**src/rtl/exp_golomb_nal_bit_writer_core_assert.svh**
```systemverilog
// Assertion helpers used by the writer core back end
`ifndef EXP_GOLOMB_NAL_BIT_WRITER_CORE_ASSERT_SVH
`define EXP_GOLOMB_NAL_BIT_WRITER_CORE_ASSERT_SVH

// Consequent must hold in the same cycle as the antecedent
`define EGNBW_ASSERT_IMPLY(label, clk, rst, ante, cons, msg) \
   label: assert property (@(posedge clk) disable iff (rst) (ante) |-> (cons)) \
      else $error(msg);

// Consequent must hold in the cycle after the antecedent
`define EGNBW_ASSERT_NEXT(label, clk, rst, ante, cons, msg) \
   label: assert property (@(posedge clk) disable iff (rst) (ante) |=> (cons)) \
      else $error(msg);

`endif

```
**src/rtl/egnbw_pkg.sv**
```systemverilog
package egnbw_pkg;

   // Widths fixed by the external interface
   localparam int DEFAULT_VALUE_BITS = 32;
   localparam int LIMIT_W            = 16;
   localparam int CSR_ADDR_W         = 3;
   localparam int CSR_DATA_W         = 32;
   localparam int QUEUE_DEPTH        = 2;

   localparam logic [LIMIT_W-1:0] LIMIT_RESET = 16'd256;

   // Command codes
   localparam logic [1:0] CMD_FIXED  = 2'd0;
   localparam logic [1:0] CMD_UE     = 2'd1;
   localparam logic [1:0] CMD_SE     = 2'd2;
   localparam logic [1:0] CMD_FINISH = 2'd3;

   // Register index of the byte limit
   localparam logic REG_LIMIT = 1'b0;

   localparam logic [7:0] ESC_BYTE = 8'h03;

   typedef struct packed {
      logic [1:0]  cmd;
      logic [31:0] value;
      logic [5:0]  bit_count;
   } req_type;

   typedef struct packed {
      logic [7:0] out_byte;
      logic       is_escape;
      logic       last;
      logic       end_of_unit;
      logic       overflow;
   } rsp_type;

   typedef struct packed {
      logic full;
      logic empty;
   } queue_status_type;

   // Longest code: lead zeros, a one and lead info bits
   function automatic int stream_width(input int vb);
      return 2 * vb + 1;
   endfunction

   function automatic int len_width(input int vb);
      return $clog2(2 * vb + 2);
   endfunction

   // Token: finish flag, bit length, left-aligned bits
   function automatic int tok_width(input int vb);
      return 1 + len_width(vb) + stream_width(vb);
   endfunction

endpackage

```
**src/rtl/egnbw_front.sv**
```systemverilog
module egnbw_front #(
   parameter int VALUE_BITS = egnbw_pkg::DEFAULT_VALUE_BITS
) (
   input  logic                                            clock,
   input  logic                                            reset,
   input  logic                                            req_valid,
   output logic                                            req_stall,
   input  egnbw_pkg::req_type                              req_payload,
   input  egnbw_pkg::queue_status_type                     q_status,
   output logic                                            tok_push,
   output logic [egnbw_pkg::tok_width(VALUE_BITS)-1:0]     tok_data
);
   import egnbw_pkg::*;

   localparam int CP_W     = VALUE_BITS + 1;
   localparam int STREAM_W = stream_width(VALUE_BITS);
   localparam int LEN_W    = len_width(VALUE_BITS);
   localparam int NCHUNK   = (CP_W + 7) / 8;
   localparam int PAD_W    = NCHUNK * 8;

   typedef enum logic [3:0] {
      F_IDLE = 4'b0001,
      F_LOD  = 4'b0010,
      F_LEAD = 4'b0100,
      F_PUSH = 4'b1000
   } front_state_type;

   front_state_type   state_ff, state_in;
   logic [1:0]        cmd_ff, cmd_in;
   logic [CP_W-1:0]   pay_ff, pay_in;
   logic [LEN_W-1:0]  len_ff, len_in;
   logic [NCHUNK-1:0] nz_ff, nz_in;
   logic [2:0]        pos_ff [NCHUNK];
   logic [2:0]        pos_in [NCHUNK];

   logic [VALUE_BITS-1:0] in_val;
   logic [VALUE_BITS-1:0] in_neg;
   logic [CP_W-1:0]       in_code;
   logic [5:0]            in_count;
   logic [PAD_W-1:0]      pad;
   logic [LEN_W-1:0]      len_lead;
   logic [LEN_W-1:0]      shift_amt;
   logic [STREAM_W-1:0]   stream;

   // Work out the payload word of an arriving request: the field itself or the code plus one
   always_comb begin
      in_val = req_payload.value[VALUE_BITS-1:0];
      in_neg = ~in_val + VALUE_BITS'(1);
      if (req_payload.bit_count > 6'(VALUE_BITS)) begin
         in_count = 6'(VALUE_BITS);
      end else begin
         in_count = req_payload.bit_count;
      end
      unique case (req_payload.cmd)
         CMD_FIXED: begin
            in_code = {1'b0, in_val};
         end
         CMD_UE: begin
            in_code = {1'b0, in_val} + CP_W'(1);
         end
         CMD_SE: begin
            if (in_val[VALUE_BITS-1]) begin
               in_code = {in_neg, 1'b1};
            end else if (in_val == '0) begin
               in_code = CP_W'(1);
            end else begin
               in_code = {in_val, 1'b0};
            end
         end
         CMD_FINISH: begin
            in_code = CP_W'(1);
         end
      endcase
   end

   // Find the leading one inside each byte-wide chunk
   always_comb begin
      pad = PAD_W'(pay_ff);
      for (int c = 0; c < NCHUNK; c++) begin
         nz_in[c]  = |pad[c*8 +: 8];
         pos_in[c] = 3'd0;
         for (int j = 0; j < 8; j++) begin
            if (pad[c*8 + j]) begin
               pos_in[c] = 3'(j);
            end
         end
      end
   end

   // Pick the highest busy chunk; code length is twice the leading-one place plus one
   always_comb begin
      len_lead = LEN_W'(1);
      for (int c = 0; c < NCHUNK; c++) begin
         if (nz_ff[c]) begin
            len_lead = LEN_W'(16 * c) + LEN_W'({pos_ff[c], 1'b1});
         end
      end
   end

   // Left-align the code so the back end takes bits from the top
   always_comb begin
      shift_amt = LEN_W'(STREAM_W) - len_ff;
      stream    = STREAM_W'(pay_ff) << shift_amt;
   end

   assign req_stall = (state_ff != F_IDLE);
   assign tok_push  = (state_ff == F_PUSH) && !q_status.full;
   assign tok_data  = {(cmd_ff == CMD_FINISH), len_ff, stream};

   // Sequence one request: accept, chunk search, length, hand over; fixed puts and finish skip search and length
   always_comb begin
      state_in = state_ff;
      cmd_in   = cmd_ff;
      pay_in   = pay_ff;
      len_in   = len_ff;
      unique case (state_ff)
         F_IDLE: begin
            if (req_valid) begin
               cmd_in = req_payload.cmd;
               pay_in = in_code;
               if (req_payload.cmd == CMD_FIXED) begin
                  len_in = LEN_W'(in_count);
               end else begin
                  len_in = LEN_W'(1);
               end
               if (req_payload.cmd == CMD_UE || req_payload.cmd == CMD_SE) begin
                  state_in = F_LOD;
               end else begin
                  state_in = F_PUSH;
               end
            end
         end
         F_LOD: begin
            state_in = F_LEAD;
         end
         F_LEAD: begin
            len_in   = len_lead;
            state_in = F_PUSH;
         end
         F_PUSH: begin
            if (!q_status.full) begin
               state_in = F_IDLE;
            end
         end
         default: begin
            state_in = F_IDLE;
         end
      endcase
   end

   always_ff @(posedge clock) begin
      if (reset) begin
         state_ff <= F_IDLE;
      end else begin
         state_ff <= state_in;
      end
   end

   // Payload registers hold without reset
   always_ff @(posedge clock) begin
      cmd_ff <= cmd_in;
      pay_ff <= pay_in;
      len_ff <= len_in;
      nz_ff  <= nz_in;
      pos_ff <= pos_in;
   end

endmodule

```
**src/rtl/egnbw_queue.sv**
```systemverilog
module egnbw_queue #(
   parameter int WIDTH = egnbw_pkg::tok_width(egnbw_pkg::DEFAULT_VALUE_BITS)
) (
   input  logic                        clock,
   input  logic                        reset,
   input  logic                        push,
   input  logic [WIDTH-1:0]            push_data,
   input  logic                        pop,
   output logic [WIDTH-1:0]            pop_data,
   output egnbw_pkg::queue_status_type status
);
   import egnbw_pkg::*;

   localparam int DEPTH = QUEUE_DEPTH;
   localparam int PTR_W = (DEPTH > 1) ? $clog2(DEPTH) : 1;
   localparam int CNT_W = $clog2(DEPTH + 1);

   logic [WIDTH-1:0] slot_ff [DEPTH];
   logic [PTR_W-1:0] wr_ptr_ff, wr_ptr_in;
   logic [PTR_W-1:0] rd_ptr_ff, rd_ptr_in;
   logic [CNT_W-1:0] count_ff, count_in;

   assign status.full  = (count_ff == CNT_W'(DEPTH));
   assign status.empty = (count_ff == '0);
   assign pop_data     = slot_ff[rd_ptr_ff];

   // Advance pointers and the fill count
   always_comb begin
      wr_ptr_in = wr_ptr_ff;
      rd_ptr_in = rd_ptr_ff;
      count_in  = count_ff;
      if (push) begin
         wr_ptr_in = (wr_ptr_ff == PTR_W'(DEPTH - 1)) ? '0 : wr_ptr_ff + PTR_W'(1);
      end
      if (pop) begin
         rd_ptr_in = (rd_ptr_ff == PTR_W'(DEPTH - 1)) ? '0 : rd_ptr_ff + PTR_W'(1);
      end
      if (push && !pop) begin
         count_in = count_ff + CNT_W'(1);
      end else if (pop && !push) begin
         count_in = count_ff - CNT_W'(1);
      end
   end

   always_ff @(posedge clock) begin
      if (reset) begin
         wr_ptr_ff <= '0;
         rd_ptr_ff <= '0;
         count_ff  <= '0;
      end else begin
         wr_ptr_ff <= wr_ptr_in;
         rd_ptr_ff <= rd_ptr_in;
         count_ff  <= count_in;
      end
   end

   // Store the incoming token
   always_ff @(posedge clock) begin
      if (push) begin
         slot_ff[wr_ptr_ff] <= push_data;
      end
   end

endmodule

```
**src/rtl/egnbw_back.sv**
```systemverilog
`include "exp_golomb_nal_bit_writer_core_assert.svh"

module egnbw_back #(
   parameter int VALUE_BITS = egnbw_pkg::DEFAULT_VALUE_BITS
) (
   input  logic                                        clock,
   input  logic                                        reset,
   input  logic [egnbw_pkg::LIMIT_W-1:0]               limit,
   input  logic [egnbw_pkg::tok_width(VALUE_BITS)-1:0] tok_data,
   input  egnbw_pkg::queue_status_type                 q_status,
   output logic                                        tok_pop,
   output logic                                        rsp_valid,
   input  logic                                        rsp_stall,
   output egnbw_pkg::rsp_type                          rsp_payload
);
   import egnbw_pkg::*;

   localparam int STREAM_W = stream_width(VALUE_BITS);
   localparam int LEN_W    = len_width(VALUE_BITS);
   localparam int TOK_W    = tok_width(VALUE_BITS);
   localparam int ACC_W    = STREAM_W + 7;
   localparam int TOT_W    = $clog2(ACC_W + 1);

   typedef enum logic [1:0] {
      B_IDLE = 2'b01,
      B_BYTE = 2'b10
   } back_state_type;

   back_state_type     state_ff, state_in;
   logic [ACC_W-1:0]   acc_ff, acc_in;
   logic [TOT_W-1:0]   total_ff, total_in;
   logic               fin_ff, fin_in;
   logic               esc_done_ff, esc_done_in;
   logic [7:0]         partial_ff, partial_in;
   logic [2:0]         bits_used_ff, bits_used_in;
   logic [1:0]         zero_run_ff, zero_run_in;
   logic [LIMIT_W-1:0] bytes_ff, bytes_in;
   logic               ovf_ff, ovf_in;
   logic               rsp_valid_ff, rsp_valid_in;
   rsp_type            rsp_ff, rsp_in;

   logic                tok_fin;
   logic [LEN_W-1:0]    tok_len;
   logic [STREAM_W-1:0] tok_bits;
   logic [ACC_W-1:0]    load_acc;
   logic [TOT_W-1:0]    sum_total;
   logic [TOT_W-1:0]    load_total;
   logic [7:0]          cur_byte;
   logic                room;
   logic                full_after;
   logic                need_esc;
   logic                final_byte;
   logic                emit_data;
   logic                emit_marker;
   logic                out_free;
   logic                step_data;

   // Unpack the token and merge it under the partial byte
   always_comb begin
      tok_fin    = tok_data[TOK_W-1];
      tok_len    = tok_data[STREAM_W +: LEN_W];
      tok_bits   = tok_data[STREAM_W-1:0];
      load_acc   = {partial_ff, {(ACC_W - 8){1'b0}}} | ({tok_bits, 7'b0} >> bits_used_ff);
      sum_total  = TOT_W'(bits_used_ff) + TOT_W'(tok_len);
      load_total = tok_fin ? TOT_W'(8) : sum_total;
   end

   // Classify the byte at the head of the accumulator
   always_comb begin
      cur_byte    = acc_ff[ACC_W-1 -: 8];
      room        = (bytes_ff < limit);
      full_after  = ({1'b0, bytes_ff} + 17'd1) >= {1'b0, limit};
      need_esc    = zero_run_ff[1] && (cur_byte <= ESC_BYTE) && !esc_done_ff;
      final_byte  = (total_ff < TOT_W'(16));
      emit_data   = room;
      emit_marker = !room && fin_ff;
      out_free    = !rsp_valid_ff || !rsp_stall;
      step_data   = (state_ff == B_BYTE) && !need_esc &&
                    (!(emit_data || emit_marker) || out_free);
   end

   // Take a token when idle; emit one escape or data byte per cycle, waiting while a stalled result blocks it
   always_comb begin
      state_in     = state_ff;
      acc_in       = acc_ff;
      total_in     = total_ff;
      fin_in       = fin_ff;
      esc_done_in  = esc_done_ff;
      partial_in   = partial_ff;
      bits_used_in = bits_used_ff;
      zero_run_in  = zero_run_ff;
      bytes_in     = bytes_ff;
      ovf_in       = ovf_ff;
      rsp_valid_in = rsp_valid_ff && rsp_stall;
      rsp_in       = rsp_ff;
      tok_pop      = 1'b0;
      unique case (state_ff)
         B_IDLE: begin
            if (!q_status.empty) begin
               tok_pop = 1'b1;
               if (tok_fin || sum_total >= TOT_W'(8)) begin
                  state_in    = B_BYTE;
                  acc_in      = load_acc;
                  total_in    = load_total;
                  fin_in      = tok_fin;
                  esc_done_in = 1'b0;
               end else begin
                  partial_in   = load_acc[ACC_W-1 -: 8];
                  bits_used_in = sum_total[2:0];
               end
            end
         end
         B_BYTE: begin
            if (need_esc) begin
               if (!room) begin
                  ovf_in      = 1'b1;
                  esc_done_in = 1'b1;
                  zero_run_in = 2'd0;
               end else if (out_free) begin
                  rsp_valid_in       = 1'b1;
                  rsp_in.out_byte    = ESC_BYTE;
                  rsp_in.is_escape   = 1'b1;
                  rsp_in.last        = !fin_ff && full_after;
                  rsp_in.end_of_unit = 1'b0;
                  rsp_in.overflow    = ovf_ff;
                  bytes_in           = bytes_ff + LIMIT_W'(1);
                  esc_done_in        = 1'b1;
                  zero_run_in        = 2'd0;
               end
            end else if (step_data) begin
               if (emit_data) begin
                  rsp_valid_in       = 1'b1;
                  rsp_in.out_byte    = cur_byte;
                  rsp_in.is_escape   = 1'b0;
                  rsp_in.last        = final_byte || (!fin_ff && full_after);
                  rsp_in.end_of_unit = fin_ff;
                  rsp_in.overflow    = ovf_ff;
                  bytes_in           = bytes_ff + LIMIT_W'(1);
               end else if (emit_marker) begin
                  // final byte of the unit dropped: send the empty closing marker
                  rsp_valid_in       = 1'b1;
                  rsp_in.out_byte    = 8'd0;
                  rsp_in.is_escape   = 1'b0;
                  rsp_in.last        = 1'b1;
                  rsp_in.end_of_unit = 1'b1;
                  rsp_in.overflow    = 1'b1;
               end
               if (!room) begin
                  ovf_in = 1'b1;
               end
               if (cur_byte == 8'd0) begin
                  zero_run_in = zero_run_ff[1] ? 2'd2 : zero_run_ff + 2'd1;
               end else begin
                  zero_run_in = 2'd0;
               end
               acc_in      = acc_ff << 8;
               total_in    = total_ff - TOT_W'(8);
               esc_done_in = 1'b0;
               if (final_byte) begin
                  state_in = B_IDLE;
                  if (fin_ff) begin
                     partial_in   = 8'd0;
                     bits_used_in = 3'd0;
                     zero_run_in  = 2'd0;
                     bytes_in     = '0;
                     ovf_in       = 1'b0;
                  end else begin
                     partial_in   = acc_ff[ACC_W-9 -: 8];
                     bits_used_in = total_ff[2:0];
                  end
               end
            end
         end
         default: begin
            state_in = B_IDLE;
         end
      endcase
   end

   always_ff @(posedge clock) begin
      if (reset) begin
         state_ff     <= B_IDLE;
         partial_ff   <= 8'd0;
         bits_used_ff <= 3'd0;
         zero_run_ff  <= 2'd0;
         bytes_ff     <= '0;
         ovf_ff       <= 1'b0;
         rsp_valid_ff <= 1'b0;
         esc_done_ff  <= 1'b0;
      end else begin
         state_ff     <= state_in;
         partial_ff   <= partial_in;
         bits_used_ff <= bits_used_in;
         zero_run_ff  <= zero_run_in;
         bytes_ff     <= bytes_in;
         ovf_ff       <= ovf_in;
         rsp_valid_ff <= rsp_valid_in;
         esc_done_ff  <= esc_done_in;
      end
   end

   // Payload registers hold without reset
   always_ff @(posedge clock) begin
      acc_ff   <= acc_in;
      total_ff <= total_in;
      fin_ff   <= fin_in;
      rsp_ff   <= rsp_in;
   end

   assign rsp_valid   = rsp_valid_ff;
   assign rsp_payload = rsp_ff;

   `EGNBW_ASSERT_IMPLY(byte_state_has_byte, clock, reset, state_ff == B_BYTE,
      total_ff >= TOT_W'(8), "byte state entered without a whole byte")
   `EGNBW_ASSERT_NEXT(finish_clears_unit, clock, reset, step_data && fin_ff,
      bits_used_ff == 3'd0 && bytes_ff == '0 && !ovf_ff && zero_run_ff == 2'd0,
      "unit state not cleared after finish")
   `EGNBW_ASSERT_IMPLY(escape_is_plain, clock, reset, rsp_valid_ff && rsp_ff.is_escape,
      rsp_ff.out_byte == ESC_BYTE && !rsp_ff.end_of_unit, "malformed escape result")

endmodule

```
**src/rtl/exp_golomb_nal_bit_writer_core.sv**
```systemverilog
// Channel   | Ports                                   | Moves
// ----------+-----------------------------------------+------------------------------------
// request   | req_valid, req_stall, req_payload       | one command: cmd, value, bit_count
// result    | rsp_valid, rsp_stall, rsp_payload       | one escaped byte with its flags
// control   | csr_psel/penable/pwrite/paddr/pwdata... | byte limit register at offset 0
//
// Front end: a ue/se request goes through accept, chunk search, length and hand over, a fixed put
// or finish through accept and hand over; req_stall holds new requests until hand over is done.
// Back end: takes a token, then sends its data bytes and any escape bytes one at a time.
// A two-entry token queue lets the front run ahead while the back end drains bytes.
// Synchronous reset clears all unit state and sets the byte limit to 256.
// A stalled result is held in the output register; the back end waits only when
// it has a new result for that register.
module exp_golomb_nal_bit_writer_core #(
   parameter int VALUE_BITS = egnbw_pkg::DEFAULT_VALUE_BITS
) (
   input  logic                                clock,
   input  logic                                reset,
   input  logic                                req_valid,
   output logic                                req_stall,
   input  egnbw_pkg::req_type                  req_payload,
   output logic                                rsp_valid,
   input  logic                                rsp_stall,
   output egnbw_pkg::rsp_type                  rsp_payload,
   input  logic                                csr_psel,
   input  logic                                csr_penable,
   input  logic                                csr_pwrite,
   input  logic [egnbw_pkg::CSR_ADDR_W-1:0]    csr_paddr,
   input  logic [egnbw_pkg::CSR_DATA_W-1:0]    csr_pwdata,
   output logic [egnbw_pkg::CSR_DATA_W-1:0]    csr_prdata,
   output logic                                csr_pready
);
   import egnbw_pkg::*;

   localparam int TOK_W = tok_width(VALUE_BITS);

   logic [LIMIT_W-1:0] limit_ff, limit_in;
   logic               reg_sel;
   logic               csr_write;
   logic               tok_push;
   logic               tok_pop;
   logic [TOK_W-1:0]   push_tok;
   logic [TOK_W-1:0]   pop_tok;
   queue_status_type   q_status;

   // Decode the register window and take writes in the access phase
   always_comb begin
      reg_sel   = (csr_paddr[CSR_ADDR_W-1] == REG_LIMIT);
      csr_write = csr_psel && csr_penable && csr_pwrite && csr_pready;
      limit_in  = limit_ff;
      if (csr_write && reg_sel) begin
         limit_in = csr_pwdata[LIMIT_W-1:0];
      end
   end

   assign csr_pready = 1'b1;
   assign csr_prdata = reg_sel ? CSR_DATA_W'(limit_ff) : '0;

   always_ff @(posedge clock) begin
      if (reset) begin
         limit_ff <= LIMIT_RESET;
      end else begin
         limit_ff <= limit_in;
      end
   end

   egnbw_front #(
      .VALUE_BITS (VALUE_BITS)
   ) u_front (
      .clock       (clock),
      .reset       (reset),
      .req_valid   (req_valid),
      .req_stall   (req_stall),
      .req_payload (req_payload),
      .q_status    (q_status),
      .tok_push    (tok_push),
      .tok_data    (push_tok)
   );

   egnbw_queue #(
      .WIDTH (TOK_W)
   ) u_queue (
      .clock     (clock),
      .reset     (reset),
      .push      (tok_push),
      .push_data (push_tok),
      .pop       (tok_pop),
      .pop_data  (pop_tok),
      .status    (q_status)
   );

   egnbw_back #(
      .VALUE_BITS (VALUE_BITS)
   ) u_back (
      .clock       (clock),
      .reset       (reset),
      .limit       (limit_ff),
      .tok_data    (pop_tok),
      .q_status    (q_status),
      .tok_pop     (tok_pop),
      .rsp_valid   (rsp_valid),
      .rsp_stall   (rsp_stall),
      .rsp_payload (rsp_payload)
   );

endmodule
```
**config.mk**
```make
export PLATFORM = sky130hd
export DESIGN_NAME = exp_golomb_nal_bit_writer_core
export DESIGN_NICKNAME = d
export VERILOG_FILES = /design/src/rtl/egnbw_pkg.sv /design/src/rtl/egnbw_front.sv /design/src/rtl/egnbw_queue.sv /design/src/rtl/egnbw_back.sv /design/src/rtl/exp_golomb_nal_bit_writer_core.sv
export VERILOG_INCLUDE_DIRS = /design/src /design/src/rtl
export SDC_FILE = /design/constraint.sdc
export NUM_CORES = 1
export LEC_CHECK = 0
export ABC_CLOCK_PERIOD_IN_PS = 8400
export BUFFER_PORTS_ARGS = -buffer_cell sky130_fd_sc_hd__buf_2
export CAP_MARGIN = 20
export CORE_MARGIN = 10
export CORE_UTILIZATION = 30
export DETAILED_ROUTE_END_ITERATION = 10
export PLACE_DENSITY = 0.52
export SLEW_MARGIN = 25
export SYNTH_ARGS = -nofsm -noshare
export SYNTH_HDL_FRONTEND = slang
export SYNTH_SLANG_ARGS = --single-unit
```
**constraint.sdc**
```tcl
create_clock -name clock -period 8.4 [get_ports clock]
set_input_delay 2.52 -clock clock [delete_from_list [all_inputs] [get_ports clock]]
set_output_delay 2.52 -clock clock [all_outputs]
set_load 0.1 [all_outputs]
```
# == Yosys cells after proc, flatten, opt, wreduce, memory -nomap -nowiden ==
# Memories as Yosys holds them, arrays and structs flattened. A register that Yosys moved wholly into a read port is not among the register bits.
# Index checks and enable logic that the tools add are counted.
# classes
shifts,2
addsub,15
mux,122
bitwise_logic,4
magnitude_cmp,6
eq_ne,25
n_reduce_logical,62
# ops
cell,count
$mux 72,4
$pmux 72 s2,1
$pmux 33 s4,1
$mux 16,8
$mux 12,6
$or 72x72->72,1
$shr 72x3->72,1
$mux 7,10
$shl 33x7->65,1
$mux 2,31
$mux 8,6
$mux 1,34
$add 32x1->33 const B,1
$mux 33,1
$add 32x1->32 const B,1
$logic_not 32->1,1
$mux 32,1
$not 32->32,1
$reduce_or 8->1,4
$pmux 7 s2,2
$reduce_and 5->1,4
$mux 3,6
$add 16x1->17 const B,1
$ge 17x16->1,1
46 further kinds,108
# word_totals
inputBits,82
regBits,209
out_inout_bits,47
ramBits,146
memories,1
# memory_table
name,depth,word_bits,read_ports,rd_ports_with_merged_regs,write_ports,line_no,source
u_queue.slot_ff,2,73,1,1,1,egnbw_queue.sv:18,logic [WIDTH-1:0] slot_ff [DEPTH];

# == Depth between registers and ports, before layout ==
# logic_depth
ltp_word,10
ltp_mapped,15
depth_no_buf,13

# == Cells and area by module ==
# A second synthesis with hierarchy kept.
# unflattened
hier_cells,2199
hier_area_um2,22347.7
# modules_own_cells
mod,seq_area_each_um2,instances,area_each_um2,cells_each
egnbw_back,3443.3,1,8697.1,902
egnbw_front,1681.6,1,7168.1,942
egnbw_queue,4484.3,1,5500.3,249
exp_golomb_nal_bit_writer_core,320.3,1,982.2,106

# == Least setup slack after synthesis ==
# Ideal clock, no wire load.
# synth_timing
kind,input to output
start,input port csr_paddr[2] in the netlist's numbering
end,output port csr_prdata[10] in the netlist's numbering
arrival_ps,4151
required_ps,5880
cell_stages,3
path_buffers,2
slack_ps,1729
path_cell_list,clkbuf_1 > clkbuf_1 > nor2_1
# synth_via
elab_chain_cells,1
# synth_lines
item,line_no,source
start: declaration,exp_golomb_nal_bit_writer_core.sv:28,"input logic [egnbw_pkg::CSR_ADDR_W-1:0] csr_paddr,"
$mux 16,exp_golomb_nal_bit_writer_core.sv:57,assign csr_prdata = reg_sel ? CSR_DATA_W'(limit_ff) : '0;
end: declaration,exp_golomb_nal_bit_writer_core.sv:30,"output logic [egnbw_pkg::CSR_DATA_W-1:0] csr_prdata,"
# No other way between the ends.

# == Worst setup path in the final report ==
# layout_timing
start,input port csr_paddr[2] in the netlist's numbering
end,output port csr_prdata[11] in the netlist's numbering
# Same word-level chain as after synthesis.

==> flow_summary_export.csv <==
group,metric,value,unit
timing,maxSlewHeadroom,35.1,%
floorplan,design.core.area,0.0716,sq mm
detailed_routing,drt_first_iter_violations,1020,
finish,diodes,0,
finish,drive_gt1_share,14.0,%
yosys,seq_area_frac_synth,45.8,%
yosys,ys_types,79,
global_route,grt_pass1_vias,15700,
global_route,grt_antenna_before_repair,0,
yosys,synth_top_area_cell,"edfxtp_1",
timing,worst_pin_slew,974,ps
setup_path,crit_arrival,3290,ps
timing,period_needed,5810,ps
yosys,synth_warnings,0,
floorplan,die_x,289,um
worst_hold_path,min_path_type,"flop to flop",
yosys,synth-adder-area-share,2.80,%
yosys,synth_top_family_by_area,"multiplexers",
setup_path,reg2regPathDepth,11,
worst_hold_path,min-delay-start,"limit_ff[3]$_SDFFE_PP0P_",
finish,seqCellArea,0.00994,sq mm
detailed_routing,via_per_inst,5.14,
detailed_routing,drc_errors,0,
outcome,outcome,"completed",
detailed_routing,drtPass1Iterations,5,
detailed_routing,ant_nets,0,
clocking,ctsRootBufferMaster,"clkbuf_16",
clocking,worstSkewPairLatency,600,ps
yosys,ys_async_sr_fraction,0,%
floorplan,rows,98,
clocking,clock_sinks,356,
setup_path,slowest_delay,440,ps
timing,slew_viol_final,0,
timing,skew,35.6,ps
worst_hold_path,holdPathStages,2,
floorplan,dieArea,0.0834,sq mm
yosys,synth_edf_count,280,
clocking,cts_buffers,41,
yosys,ys.flop_type,"edfxtp_1",
yosys,synth.area.mux_share,16.7,%
setup_path,cp_data_required_time,5880,ps
global_route,top_usage_layer,"met2",
placed_design,gp_congestion,0.892,
timing,whs,454,ps
yosys,synth-compound-area-share,11.9,%
clocking,cts_tree,"built",
flow_run,maxCapViolCount,0,
power,ir_worst_vdd,0.248,mV
power,p_leak,0.00857,uW
setup_path,path_cells,"buf_2 -> nor2_1 -> buf_2",
setup_path,rrSetupSlack,4280,ps
clocking,ctsResizeCount,0,
yosys,synthesis.area,0.0217,sq mm
placed_design,dp_hpwl,41300,um
detailed_routing,dr_total_vias,16100,
yosys,yosysMostFrequentCell,"nand2_1",
detailed_routing,wl,56400,um
global_route,met1_usage,17.4,%
yosys,syn_inst,2145,
setup_path,crit_slowest_cell,"buf_2",
timing,timing.final.crit_share,69.2,%
setup_path,reg2reg_to,"u_back.acc_ff[1]$_SDFFCE_PP0P_",
global_route,grt_max_degree,73,
yosys,synthSimpleGateAreaFrac,15.5,%
finish,fin_nets,2291,
global_route,grtUsageMet2,21.9,%
timing,finalSetupTns,0,ps
clocking,cts_setup_buffers,0,
clocking,clk_pin_slew_worst_paths,60,ps
yosys,synth_xor_area_share,2.83,%
placed_design,io_buffers,93,
setup_path,end_kind,"output pin",
setup_path,crit_path_start_kind,"primary input",
yosys,avgSynthCellArea,10.1,sq um
global_route,grt_pass1_wl,88800,um
clocking,cts_hold_buf,0,
global_route,overflow,0,
yosys,synth_area_leaders,"edfxtp_1 (39%), mux2i_1 (7.9%), mux4_2 (7.6%)",
global_route,use_met3,1.79,%
timing,finalHoldViolCount,0,
worst_hold_path,min_to,"limit_ff[3]$_SDFFE_PP0P_",
clocking,htree_levels,2,
detailed_routing,detail_route.wl_per_cell,18.0,um
power,p_per_area,255,mW/mm^2
finish,syn_to_final_growth,12.4,%
floorplan,io_pins,129,
setup_path,cpMostUsedCell,"buf_2",
floorplan,start_util,30.3,%
finish,multi_input_area,0.0109,sq mm
floorplan,die-height,289,um
clocking,clockBufferDepth,3,
finish,fill_cells,7248,
timing,setup_viol,0,
timing,rsz0062_at_grt,"false",
yosys,ys_ff_latch,356,
setup_path,worstSetupPathType,"primary input to output pin",
timing,fmax,0.172,GHz
global_route,track_usage,13.1,%
setup_path,path_max_fanout,18,
yosys,yosys-top-cells-count,"nand2_1 (362), edfxtp_1 (280), nor2_1 (178)",
yosys,yosysTopAreaCellShare,38.8,%
-- placed cells by master, fill, tap and decap left out, types with 22 or more instances in the layout --
master and count:
xor2_1 27, buf_2 93, o21ai_0 113, nand3_1 42
mux4_2 73, dfxtp_1 72, nor3_1 51, nand4_1 24
edfxtp_1 280, xnor2_1 40, mux2i_1 172, clkbuf_16 42
a21oi_1 131, nor2_1 177, buf_4 28, o22ai_1 22
nand2_1 362, inv_1 55, ha_1 46, mux2_2 23
-- registers in the layout, indices dropped and copies added, names as in the netlist, 3 cells and up, named ones only --
register / cells
limit_ff: 16
u_back.acc_ff: 72
u_back.bits_used_ff: 3
u_back.bytes_ff: 16
u_back.partial_ff: 8
u_back.rsp_payload: 12
u_back.total_ff: 7
u_front.len_ff: 7
u_front.nz_ff: 5
u_front.pay_ff: 33
u_front.pos_ff: 12
u_front.state_ff: 4
u_queue.slot_ff: 146
-- how the worst max path moves through the flow --
stage                            start             end  slack, ps  cells past startpoint
after global placement    csr_paddr[2]   csr_prdata[0]       2590                      3
final                     csr_paddr[2]  csr_prdata[11]       2590                      3
after CTS                 csr_paddr[2]   csr_prdata[5]       2590                      3
after global routing      csr_paddr[2]   csr_prdata[0]       2530                      3
after floorplan           csr_paddr[2]  csr_prdata[10]       1730                      3
after detailed placement  csr_paddr[2]   csr_prdata[5]       2590                      3
-- cells by family (layout without fill, tap and decap cells) --
kind of cell,Yosys count,count (layout)
AO/OA/AOI/OAI,415,415
other,2,17
adder cells (fa/ha/maj),48,48
buffers and inverters,223,255
XOR/XNOR,70,70
flip-flops,356,356
AND/OR/NAND/NOR,763,763
multiplexers,268,268
-- layer usage --
metal	routed length [um]	vias up
li1	-	7885
met1	25600	7801
met2	27000	386
met3	2390	70
met4	1490	0
met5	0	-
-- through the flow --
step | worst slack (ps) | power, uW | instances | util, % | area (sq um)
after floorplan | 1730 | 3900 | 2160 | - | 21700
after global placement | 2590 | 4360 | 3067 | 32.0 | 22900
after detailed placement | 2590 | 4400 | 3068 | 32.1 | 23000
after CTS | 2590 | 6290 | 3142 | 34.0 | 24400
after global routing | 2530 | 6580 | 3142 | 34.1 | 24400
final | 2590 | 6230 | 3142 | 34.1 | 24400
-- worst max-delay path, delay by kind of cell --
kind,cells,cell delay (ps)
buffers and inverters,2,640
AND/OR/NAND/NOR,1,120
-- cell type report --
class / count / area share, %
well taps: 950 / 4.87
inverters: 59 / 0.908
multi-input cells: 1581 / 44.7
flip-flops and latches: 356 / 40.8
clock buffers: 47 / 4.47
repair buffers: 122 / 2.88
clock inverters: 27 / 1.37
-- where the power goes --
group / switching, uW / internal [uW]
registers: 143 / 2350
clock network: 748 / 1120
logic: 1200 / 670
total: 2090 / 4140
Power figures use the tool's default switching activity.
